--- config.mk ---
export PLATFORM = sky130hd
export DESIGN_NAME = lcis_ctrl
export DESIGN_NICKNAME = d
export VERILOG_FILES = /design/src/rtl/lcis_pkg.sv /design/src/rtl/lcis_ctrl.sv
export SDC_FILE = /design/constraint.sdc
export NUM_CORES = 1
export LEC_CHECK = 0
export BUFFER_PORTS_ARGS = -buffer_cell sky130_fd_sc_hd__buf_4
export CAP_MARGIN = 10
export CORE_AREA = 2 2 39 41
export CTS_CLUSTER_SIZE = 24
export DETAILED_ROUTE_END_ITERATION = 7
export DIE_AREA = 0 0 41 43
export PLACE_DENSITY = 0.76
export SKIP_LAST_GASP = 1
export SLEW_MARGIN = 20
export SYNTH_ARGS = -nofsm -noshare
export SYNTH_HDL_FRONTEND = slang
export SYNTH_SLANG_ARGS = --single-unit
--- constraint.sdc ---
create_clock -name clock -period 4.4 [get_ports clock]
set_input_delay 0 -clock clock [delete_from_list [all_inputs] [get_ports clock]]
set_output_delay 0 -clock clock [all_outputs]
set_load 0.01 [all_outputs]
--- src/rtl/lcis_pkg.sv ---
package lcis_pkg;

   localparam int STACK_DEPTH = 64;
   localparam int CNT_W       = $clog2(STACK_DEPTH + 1);
   localparam int ADDR_W      = $clog2(STACK_DEPTH);
   localparam int LCP_W       = 32;
   localparam int POS_W       = 32;
   localparam int ID_W        = 16;

   typedef logic [CNT_W-1:0]  count_type;
   typedef logic [ADDR_W-1:0] addr_type;
   typedef logic [LCP_W-1:0]  lcp_type;
   typedef logic [POS_W-1:0]  pos_type;
   typedef logic [ID_W-1:0]   id_type;

   typedef struct packed {
      pos_type start;
      lcp_type lcp;
   } stack_entry_type;

   // controller to datapath
   typedef struct packed {
      logic accept;
      logic push_prev;
      logic push_saved;
      logic set_top_lcp;
      logic start;
      logic clear_all;
      logic pop;
      logic load_top;
      logic read_popped;
      logic init_saved;
      logic save_start;
      logic max_to_lcp;
      logic set_color;
      logic flush_begin;
      logic flush_read;
      logic flush_emit;
      logic flush_end;
   } ctrl_cmd_type;

   // datapath to controller
   typedef struct packed {
      logic started;
      logic lcp_zero;
      logic lcp_gt_top;
      logic lcp_lt_top;
      logic lcp_gt_max;
      logic count_nz;
      logic color_diff;
      logic flush_last;
      logic out_free;
   } dp_status_type;

endpackage

--- src/rtl/lcis_ctrl.sv ---
module lcis_ctrl (
   input  logic                    clock,
   input  logic                    reset,
   input  logic                    req_valid,
   output logic                    req_ready,
   input  lcis_pkg::dp_status_type status,
   output lcis_pkg::ctrl_cmd_type  cmd
);
   import lcis_pkg::*;

   localparam logic [3:0] S_IDLE   = 4'd0;
   localparam logic [3:0] S_DECIDE = 4'd1;
   localparam logic [3:0] S_POP    = 4'd2;
   localparam logic [3:0] S_POPW   = 4'd3;
   localparam logic [3:0] S_STARTW = 4'd4;
   localparam logic [3:0] S_FIN    = 4'd5;
   localparam logic [3:0] S_CHECK  = 4'd6;
   localparam logic [3:0] S_FREAD  = 4'd7;
   localparam logic [3:0] S_FWAIT  = 4'd8;

   logic [3:0] state_ff, state_in;
   logic       popped_ff, popped_in;

   assign req_ready = (state_ff == S_IDLE);

   always_comb begin
      state_in  = state_ff;
      popped_in = popped_ff;
      cmd       = '0;
      case (state_ff)
         S_IDLE: begin
            if (req_valid) begin
               cmd.accept = 1'b1;
               state_in   = S_DECIDE;
            end
         end
         S_DECIDE: begin
            if (!status.started) begin
               if (!status.lcp_zero) begin
                  cmd.push_prev   = 1'b1;
                  cmd.set_top_lcp = 1'b1;
                  cmd.start       = 1'b1;
                  cmd.set_color   = 1'b1;
               end
               state_in = S_IDLE;
            end else if (status.lcp_zero) begin
               cmd.clear_all = 1'b1;
               cmd.set_color = 1'b1;
               state_in      = S_IDLE;
            end else if (status.lcp_gt_top) begin
               cmd.push_prev   = 1'b1;
               cmd.set_top_lcp = 1'b1;
               state_in        = S_CHECK;
            end else if (status.lcp_lt_top) begin
               cmd.init_saved = 1'b1;
               popped_in      = 1'b0;
               state_in       = S_POP;
            end else begin
               state_in = S_CHECK;
            end
         end
         S_POP: begin
            if (status.count_nz && status.lcp_lt_top) begin
               cmd.pop   = 1'b1;
               popped_in = 1'b1;
               state_in  = S_POPW;
            end else if (popped_ff) begin
               cmd.read_popped = 1'b1;
               state_in        = S_STARTW;
            end else begin
               state_in = S_FIN;
            end
         end
         S_POPW: begin
            cmd.load_top = 1'b1;
            state_in     = S_POP;
         end
         S_STARTW: begin
            cmd.save_start = 1'b1;
            state_in       = S_FIN;
         end
         S_FIN: begin
            if (status.lcp_gt_max) begin
               cmd.push_saved = status.lcp_gt_top;
            end else begin
               cmd.max_to_lcp = 1'b1;
            end
            cmd.set_top_lcp = 1'b1;
            state_in        = S_CHECK;
         end
         S_CHECK: begin
            if (status.color_diff && status.count_nz) begin
               cmd.flush_begin = 1'b1;
               state_in        = S_FREAD;
            end else begin
               cmd.set_color = 1'b1;
               state_in      = S_IDLE;
            end
         end
         S_FREAD: begin
            cmd.flush_read = 1'b1;
            state_in       = S_FWAIT;
         end
         S_FWAIT: begin
            if (status.out_free) begin
               cmd.flush_emit = 1'b1;
               if (status.flush_last) begin
                  cmd.flush_end = 1'b1;
                  cmd.set_color = 1'b1;
                  state_in      = S_IDLE;
               end else begin
                  state_in = S_FREAD;
               end
            end
         end
         default: begin
            state_in = S_IDLE;
         end
      endcase
   end

   always_ff @(posedge clock) begin
      if (reset) begin
         state_ff  <= S_IDLE;
         popped_ff <= 1'b0;
      end else begin
         state_ff  <= state_in;
         popped_ff <= popped_in;
      end
   end

endmodule

# ---- Word level (Yosys, flattened, before mapping)
# Index checks and enable logic that the tools add are counted.
dict set report totals {
  register_bits 5
  output_inout_bits 18
}
dict set report classes {
  eq_ne 15
  n_mux 57
  n_reduce_logical 6
}
# operator n
set op_table {}
lappend op_table {{2-to-1 mux 1 bit} 40}
lappend op_table {{case mux 4 bit (9 select lines)} 1}
lappend op_table {{2-to-1 mux 4 bit} 6}
lappend op_table {{== test 4 x 3 -> 1 bit, second input constant} 4}
lappend op_table {{inequality test 2 bit, second input constant} 7}
lappend op_table {{2-to-1 mux 3 bit} 3}
lappend op_table {{== test 4 x 2 -> 1 bit, second input constant} 2}
lappend op_table {{2-to-1 mux 2 bit} 4}
lappend op_table {{AND reduction 6 bit} 1}
lappend op_table {{== test 4 x 1 -> 1 bit, second input constant} 1}
lappend op_table {{== test 4 bit, second input constant} 1}
lappend op_table {{logical NOT 4 bit} 1}
lappend op_table {{case mux 1 bit (2 select lines)} 2}
lappend op_table {{case mux 1 bit (3 select lines)} 1}
lappend op_table {{logical AND 1 bit} 2}
lappend op_table {{AND reduction 2 bit} 1}
lappend op_table {{nonzero test 2 bit} 1}

# ---- Longest topological paths before layout
# Gate-level depths: netlist of run 1.
dict set report depth {
  ltp_word 5
  mapped_depth 5
  depth_no_buf 5
}

# ---- Least setup slack after synthesis of run 1
# Ideal clock, no wire load.
dict set report synth_timing {
  kind {reg-to-reg}
  start {reg state_ff[0]}
  end {reg popped_ff}
  setup_ns 0.124
  arrival_time_ns 1.390
  required_time_ns 4.276
  slack_ns 2.887
  stages_incl_launch_ff 6
  n_path_buf 1
  synth_period_minus_slack_ns 1.513
  cell_sequence {dfxtp_1 buf_6 or4b_4 nor2_1 and4_1 nor4_2}
}
dict set report synth_via {
  elab_chain_cells 3
  elab_cells_between_ends 10
}
# element line_no
set synth_lines {}
lappend synth_lines {{start, declared} lcis_ctrl.sv:21} ;# logic [3:0] state_ff, state_in;
lappend synth_lines {{start signal, assigned} lcis_ctrl.sv:127} ;# state_ff <= state_in;
lappend synth_lines {{== test 4 x 2 -> 1 bit or == test 4 x 1 -> 1 bit (tied branches)} lcis_ctrl.sv:30} ;# case (state_ff)
lappend synth_lines {{inequality test 2 bit (no source line) or nonzero test 2 bit (tied branches)} -}
lappend synth_lines {{AND reduction 6 bit (no source line)} -}
lappend synth_lines {{end signal, assigned} lcis_ctrl.sv:128} ;# popped_ff <= popped_in;
lappend synth_lines {{end, declared} lcis_ctrl.sv:22} ;# logic popped_ff, popped_in;
# Parallel ways exist; a longest one is shown, timed or not.
# A chain may end at the register's enable or synchronous reset.

==> impl_metrics.tcl, run 1 <==
set metrics [dict create \
    outcome "complete, no violations" \
    worstMarginPinSlew_ps 572 \
    globalRouteOverflowTotal 0 \
    synthCells 73 \
    report.final.slew_viol_count 0 \
    syn_nets 88 \
    p_seq_share_pct 33.6 \
    grt_max_degree 14 \
    tritoncts_num_sinks 5 \
    grt_pass1_wl_mm 2.46 \
    die_w_microns 41 \
    h-tree-depth 1 \
    finalCritPeriodShare_pct 41.7 \
    wl_per_cell_microns 12.7 \
    swShare_pct 31.4 \
    dpl.cell_count 114 \
    port_buffers 29 \
    wirelength_mm 1.51 \
    worstPathCellList "or4b_4 > nor2_1 > and4_1 > buf_4" \
    die-area_sq_mm 0.00176 \
    finalSetupTns_ps 0 \
    setup_viol_count_final 0 \
    end_kind "primary output" \
    worstSkewPairLatency_ps 240 \
    clockPowerShare_pct 34.3 \
    drtAntennaViolNets 0 \
    vias_per_cell 5.31 \
    drt_iter0_drc 16 \
    period_minus_slack_ps 1830 \
    place.gp.congestion 0.783 \
    fin_cells 119 \
    synthesis.area_sq_um 553 \
    cts_buffers 3 \
    cts-root-buf "clkbuf_4" \
    multiInputGateArea_sq_um 404 \
    slowest_stage "or4b_4" \
    synth-seq-cells 5 \
    worstPathArrival_ps 1830 \
    leakagePower_nw 0.374 \
    fillers 132 \
    power.density_mw_per_mm2 193 \
    p_int_mw 0.106 \
    drt-pass1-iter-count 4 \
    antenna_found_initial 0 \
    vias 632 \
    start_util_pct 40.0 \
    syn2layout_area_growth_pct 44.8 \
    rsz0062_at_grt "false" \
    regArea_sq_um 100 \
    cts_resized 0 \
    comb_power_share_pct 32.1 \
    fmax_mhz 545 \
    antenna_cells 0 \
    grt_pass1_vias 560 \
    die-height_microns 43 \
    utilization_pct 57.9 \
    avgSynthCellArea_sq_um 7.58 \
    rows 14 \
    reg2reg_slack_ps 2740 \
    nets 119 \
    dp_hpwl_mm 1.23 \
    clk_pin_slew_ps 40 \
    startpoint_type "register" \
    clockBufferDepth 2 \
    ys_types 33 \
    maxCapViolCount 0 \
    hold_viol 0 \
    cp_slowest_stage_delay_ps 570 \
    cp_max_fo 10 \
    yosysWarnings 0 \
    grt_usage_pct 20.4 \
    path_class "reg2out" \
    ys_seq_area_share_pct 18.1 \
    critPathRequiredTime_ps 4400 \
    cts_tree "built" \
    ir_drop_uv 136 \
    drive_gt1_share_pct 35.9 \
    power_switching_mw 0.0485 \
    core_area_sq_mm 0.00138 \
    hp-class "in2reg" \
    fin_skew_ps 1.88 \
    slew_headroom_pct 61.5 \
    io_pins 30 \
    drc 0 \
]
## synth_stat cells
cell type / n / share of area, %
ha_1: 3 / 6.8
a2111oi_4: 1 / 5.0
nand4_1: 1 / 1.1
or4b_4: 1 / 2.5
and4_1: 1 / 1.6
nor2_1: 7 / 4.8
o22a_1: 1 / 1.6
nor3_2: 1 / 1.8
a211oi_1: 1 / 1.4
buf_2: 3 / 2.7
and2_1: 4 / 4.5
nor4b_1: 1 / 1.6
nor3_1: 6 / 5.4
and3_1: 1 / 1.1
a21o_1: 1 / 1.4
a211oi_2: 1 / 2.3
nand3_1: 1 / 0.90
dfxtp_1: 5 / 18
a21oi_1: 1 / 0.90
o21ai_0: 2 / 1.8
nand2_1: 7 / 4.8
a21boi_0: 2 / 2.7
o21bai_1: 1 / 1.4
inv_1: 6 / 4.1
a31oi_1: 1 / 1.1
nand2b_1: 3 / 3.4
a311oi_1: 1 / 1.6
buf_6: 1 / 2.0
o21a_1: 1 / 1.4
nor4_2: 1 / 2.3
o221ai_1: 1 / 1.6
o31a_1: 2 / 3.2
nor4_1: 3 / 3.4
## path summary, 6_finish.rpt
kind	start	endpoint	depth (start not counted)
hold / removal	status[0]	state_ff[3]	3
setup / recovery	state_ff[0]	cmd[7]	4
setup reg to reg	state_ff[1]	popped_ff	4
hold reg to reg	popped_ff	popped_ff	2
## critical path, delay by kind of cell, from the launching register on
family | cells | cell delay, ps
buffers and inverters | 1 | 130
flip-flops | 1 | 500
AND/OR/NAND/NOR | 3 | 960
## cell usage in the layout, fill, tap and decap left out, types with 3 or more instances in the layout
cell / count
and2_1: 4
buf_4: 29
clkbuf_4: 3
dfxtp_1: 5
ha_1: 3
inv_1: 6
nand2_1: 7
nand2b_1: 3
nor2_1: 7
nor3_1: 6
nor4_1: 3
## layout make-up
class	instances	share of cell area (%)
Multi-Input combinational cell	58	50.5
Timing Repair Buffer	30	28.4
Sequential cell	5	12.5
Clock buffer	4	3.28
Inverter	6	2.81
Tap cell	16	2.50
## timing repair
action / 4_1_cts / 5_1_grt
setup buffers: 0 / 0
endpoints found under the hold margin: 2 / 0
hold buffers: 1 / 0
## flip-flops by register name (all words and copies together), names as in the netlist
signal and flops:
popped_ff 1, state_ff 4
## metal layers
layer	global-route usage [%]	up-vias	part of all wire [%]
li1	-	329	-
met1	27.7	286	45
met2	30.9	15	50
met3	3.14	2	3.6
met4	8.00	0	1.5
met5	0	-	0
## metrics by stage
step                      instance area [sq um]  worst slack [ps]  hold slack (ps)  power [mW]
after global placement                      764              2840              198       0.101
after floorplan                             553              2890             36.7      0.0793
after global routing                        801              2460             58.6       0.165
final                                       801              2570             46.8       0.154
after CTS                                   801              2560             39.8       0.158
after detailed placement                    764              2760              201       0.102
## kinds of logic after synthesis
family          synth area share [%]
flops                           18.1
fa+ha+maj                       6.79
buf+inv                         8.82
compound gates                  27.2
simple gates                    39.1
## power by group through the flow
stage               logic (mW)  clock network [mW]  registers (mW)
finish                  0.0496              0.0529          0.0519
global route            0.0543              0.0583          0.0524
CTS                     0.0499              0.0560          0.0517
detailed placement      0.0490                   0          0.0525
global placement        0.0484                   0          0.0522
floorplan               0.0303                   0          0.0490
Power figures use the tool's default switching activity.
==> run 2: changes to the inputs <==
Settings changed: CORE_AREA 2 2 39 41 to unset, CORE_MARGIN set to 1, CORE_UTILIZATION set to 42, DIE_AREA 0 0 41 43 to unset, PLACE_DENSITY 0.76 to 0.77.
Clock period 4.4 ns to 1.7 ns, I/O delays scaled along.
==> run 2 against run 1 <==
  * Sequential share of layout area down 0.72 points
  * Utilization up 15 points
  * Setup slack worse by 2500 ps
  * Register-to-register slack worse by 2600 ps
  * Final cell count up 3.4%
  * Design area up 6.1%
  * Total power rose to 2.6 times the previous value
  * Clock skew up 1.3 ps
  * Sequential cell count unchanged
  * Critical path type unchanged
==> impl_metrics.tcl, run 2 (synthesis gave the netlist of run 1 again) <==
set metrics [dict create \
    cp.depth 4 \
    maxCapViolCount 0 \
    wirelength_mm 1.63 \
    layout_setup_ws_ps 42.6 \
    clockBufferDepth 2 \
    antenna_found_initial 0 \
    cts_buffers 3 \
    grt_pass1_vias 557 \
    power.total_mw 0.409 \
    start_util_pct 47.2 \
    drtAntennaViolNets 0 \
    worstMarginPinSlew_ps 431 \
    drt_iter0_drc 21 \
    grt_pass1_wl_mm 2.46 \
    largest_reg_flops 4 \
    power.density_mw_per_mm2 481 \
    drive_gt1_share_pct 40.4 \
    startpoint_type "register" \
    vias_per_cell 5.54 \
    reg_top3 "state_ff x4, popped_ff x1" \
    setup_viol_count_final 0 \
    hold_viol 0 \
    core_area_sq_mm 0.00117 \
    drc 0 \
    worstPathArrival_ps 1660 \
    finalCritPeriodShare_pct 97.5 \
    cts_tree "built" \
    tritoncts_num_sinks 5 \
    place_ws_ps 189 \
    grt_max_degree 11 \
    vias 681 \
    end_kind "primary output" \
    antenna_cells 0 \
    top_layer "met3" \
    die_w_microns 38.3 \
    nets 125 \
    clk_pin_slew_ps 40 \
    h-tree-depth 1 \
    wl_met2_microns 815 \
    slowest_stage "or4b_4" \
    globalRouteOverflowTotal 0 \
    cp_max_fo 5 \
    leakagePower_nw 0.405 \
    fin_skew_ps 3.18 \
    drt-pass1-iter-count 4 \
    final_common_cell "buf_4" \
    reg2regPathDepth 4 \
    cp_top_family "simple AND/OR/NAND/NOR gates" \
    hp-class "in2reg" \
    grt_usage_pct 24.8 \
    period_minus_slack_ps 1660 \
    worstHoldPathCells 3 \
    fmax_mhz 603 \
    cp_slowest_stage_delay_ps 590 \
    wl_per_cell_microns 13.3 \
    outcome "complete, no violations" \
    syn2layout_area_growth_pct 53.6 \
    worstSkewPairLatency_ps 240 \
    ir_drop_uv 463 \
    slew_headroom_pct 71.1 \
    cp_num_buf_inv 1 \
    worstPathCellList "or4b_4 > nor2_1 > and4_1 > buf_4" \
    fillers 98 \
    report.final.slew_viol_count 0 \
    io_pins 30 \
    path_class "reg2out" \
    cts-root-buf "clkbuf_4" \
    place.gp.congestion 0.858 \
    layout_common_cells "35 x buf_4, 7 x nor2_1, 7 x nand2_1" \
    met3_length_microns 103 \
    die-height_microns 38.3 \
    rows 12 \
    met1_length_microns 712 \
    port_buffers 29 \
    die-area_sq_mm 0.00147 \
    whs_ps 44.7 \
    regMostFlops "state_ff" \
    dp_hpwl_mm 1.24 \
    critPathRequiredTime_ps 1700 \
]
[run 2: changes by cell type in the layout (fill, tap and decap cells not counted), sizes merged]
cell,before,now
buf,29,35
[run 2: metal layers]
metal  track usage, %  vias to the layer above
met3             3.49                        0
met2             36.4                       29
met5                0                        -
met1             34.3                      308
li1                 -                      344
met4             13.4                        0
[run 2: timing repair]
item,in CTS,in global routing
resized for setup,0,1
pin swaps,1,1
setup endpoints to repair,1,2
endpoints found under the hold margin,2,0
setup buffers,1,1
hold buffers,1,0
[run 2: through the flow]
step / instance area, sq um / cells / TNS, ps / utilization, %
floorplan: 553 / 73 / 0 / -
global placement: 792 / 116 / 0 / 67.6
detailed placement: 792 / 116 / 0 / 67.6
CTS: 836 / 122 / 0 / 71.4
global route: 850 / 123 / -18.7 / 72.5
finish: 850 / 123 / 0 / 72.5
[run 2: tightest hold or removal path, stage by stage]
cell,delay [ps]
buf_4,90
o22a_1,110
nor2_1,40
[run 2: path summary, 6_finish.rpt]
path                    start           to  slack, ps
setup / recovery  state_ff[1]       cmd[7]         40
hold / removal      status[0]  state_ff[3]         40
setup reg to reg  state_ff[1]  state_ff[2]        140
hold reg to reg     popped_ff    popped_ff        620
[run 2: power by group]
group | internal, mW | total [mW] | switching (mW) | leakage, nW
Sequential | 0.123 | 0.128 | 0.00576 | 0.0406
Clock | 0.0885 | 0.134 | 0.0459 | 0.0150
Combinational | 0.0710 | 0.146 | 0.0748 | 0.350
Total | 0.282 | 0.409 | 0.126 | 0.405
[run 2: cell type report]
class                      instances  area (sq um)  area share [%]
multi-input combinational         58           410            48.3
timing repair buffer              36           273            32.1
tap                               14          17.5            2.06
clock buffer                       4          26.3            3.09
inverter                           6          22.5            2.65
sequential                         5           100            11.8
==> run 3: changes to the inputs <==
Settings changed: CTS_BUF_LIST set to sky130_fd_sc_hd__clkbuf_16.
==> run 3 against run 2 <==
  * Sequential cell count is the same
  * Sequential share of layout area shrank 0.59 points
  * Sequential power is essentially flat
  * Maximum frequency fell by 2.4%
  * Non-clock buffer count decreased by 1
  * First-iteration DRC count up 52%
  * Die area is the same
  * Setup slack worse by 41 ps
  * Utilization grew 3.8 points
  * Clock skew decreased by 0.51 ps
  * Clock-buffer cell count decreased by 1
  * Critical path depth is the same
==> impl_metrics.tcl, run 3 (synthesis gave the netlist of run 1 again) <==
set metrics [dict create \
    outcome "complete, no violations" \
    h-tree-depth 1 \
    drc 0 \
    syn2layout_area_growth_pct 61.8 \
    cp_max_fo 6 \
    period_minus_slack_ps 1700 \
    core_area_sq_mm 0.00117 \
    io_pins 30 \
    antenna_found_initial 0 \
    die-area_sq_mm 0.00147 \
    drt-pass1-iter-count 4 \
    vias 708 \
    start_util_pct 47.2 \
    reg2reg_from "state_ff[2]" \
    path_class "reg2out" \
    antenna_cells 0 \
    reg2reg_slack_ps 90 \
    final_common_cell "buf_4" \
    grt_pass1_vias 555 \
    startpoint_type "register" \
    place.gp.congestion 0.858 \
    finalCritPeriodShare_pct 99.9 \
    dp_hpwl_mm 1.24 \
    vias_per_cell 5.80 \
    setup_viol_count_final 0 \
    worstSkewPairLatency_ps 230 \
    report.final.slew_viol_count 0 \
    cts-root-buf "clkbuf_16" \
    worstPathCellList "or4b_4 > nor2_1 > and4_1 > buf_4" \
    slowest_stage "or4b_4" \
    ir_drop_uv 771 \
    leakagePower_nw 0.428 \
    cts_tree "built" \
    clk_pin_slew_ps 30 \
    wl_per_cell_microns 14.0 \
    fmax_mhz 589 \
    port_buffers 29 \
    fin_skew_ps 2.67 \
    postLayoutCellArea_sq_um 895 \
    cts_buffers 3 \
    grt_max_degree 11 \
    startpoint "state_ff[2]" \
    reg2regPathDepth 5 \
    die_w_microns 38.3 \
    drtAntennaViolNets 0 \
    critPathRequiredTime_ps 1700 \
    drive_gt1_share_pct 39.8 \
    power.density_mw_per_mm2 731 \
    worstHoldPathCells 3 \
    end_kind "primary output" \
    dpl_cell_area_sq_um 792 \
    maxCapViolCount 0 \
    regMostFlops "state_ff" \
    hold_viol 0 \
    clockBufferDepth 2 \
    worstPathArrival_ps 1700 \
    layout_common_cells "34 x buf_4, 7 x inv_1, 7 x nor2_1, 7 x nand2_1, 6 x nor3_1" \
    rows 12 \
    reg_top3 "state_ff x4, popped_ff x1" \
    worstMarginPinSlew_ps 429 \
    hold_end "state_ff[3]" \
    wirelength_mm 1.71 \
    rr_endpoint "popped_ff" \
    min_from "status[0]" \
    cp_slowest_stage_delay_ps 600 \
    tritoncts_num_sinks 5 \
    grt_usage_pct 25.5 \
    globalRouteOverflowTotal 0 \
    grt_pass1_wl_mm 2.56 \
    largest_reg_flops 4 \
    nets 124 \
    hp-class "in2reg" \
    fillers 83 \
    power.total_mw 0.654 \
    die-height_microns 38.3 \
    slew_headroom_pct 71.2 \
    drt_iter0_drc 32 \
]
-- run 3: layer usage --
| layer | share of wire [%] | up-vias | global-route usage, % |
|---|---|---|---|
| met5 | 0 | - | 0 |
| met3 | 6.0 | 2 | 4.07 |
| met4 | 0.23 | 0 | 15.2 |
| met2 | 50 | 40 | 37.7 |
| li1 | - | 339 | - |
| met1 | 44 | 327 | 34.4 |
-- run 3: report_power, final --
part	switching [mW]	internal, mW
clock	0.0757	0.304
combinational	0.0757	0.0680
sequential	0.00694	0.123
-- run 3: per-stage QoR --
stage               setup slack, ps  hold WS (ps)  util [%]  setup TNS [ps]  cells
floorplan                       187          36.7         -               0     73
global placement                241           198      67.6               0    116
detailed placement              189           202      67.6               0    116
CTS                            3.23          63.7      75.2               0    121
global route                  -52.1          82.5      76.4           -52.1    122
finish                         1.39          70.6      76.4               0    122
-- run 3: worst max-delay path, delay by kind of cell, from the launching register on --
family	cells	cell delay, ps
buffers and inverters	1	130
flip-flops	1	360
AND/OR/NAND/NOR	3	980
-- run 3: final cells by class --
class	instances	area, sq um	area share [%]
clock buffers	3	75.1	8.39
multi-input cells	58	410	45.9
well taps	14	17.5	1.96
inverters	6	22.5	2.52
flip-flops and latches	5	100	11.2
repair buffers	35	265	29.7
clock inverters	1	3.75	0.420
-- run 3: what timing repair did --
item / CTS / global route
hold buffers: 1 / 0
setup buffers: 0 / 1
resized for setup: 0 / 1
hold endpoints to repair: 2 / 0
setup endpoints to repair: 0 / 2
-- run 3: how the worst max path moves through the flow --
stage                            to  slack (ps)
after detailed placement  popped_ff         190
after global routing         cmd[7]         -50
after global placement    popped_ff         240
final                        cmd[7]           1
after floorplan           popped_ff         190
after CTS                    cmd[7]           3
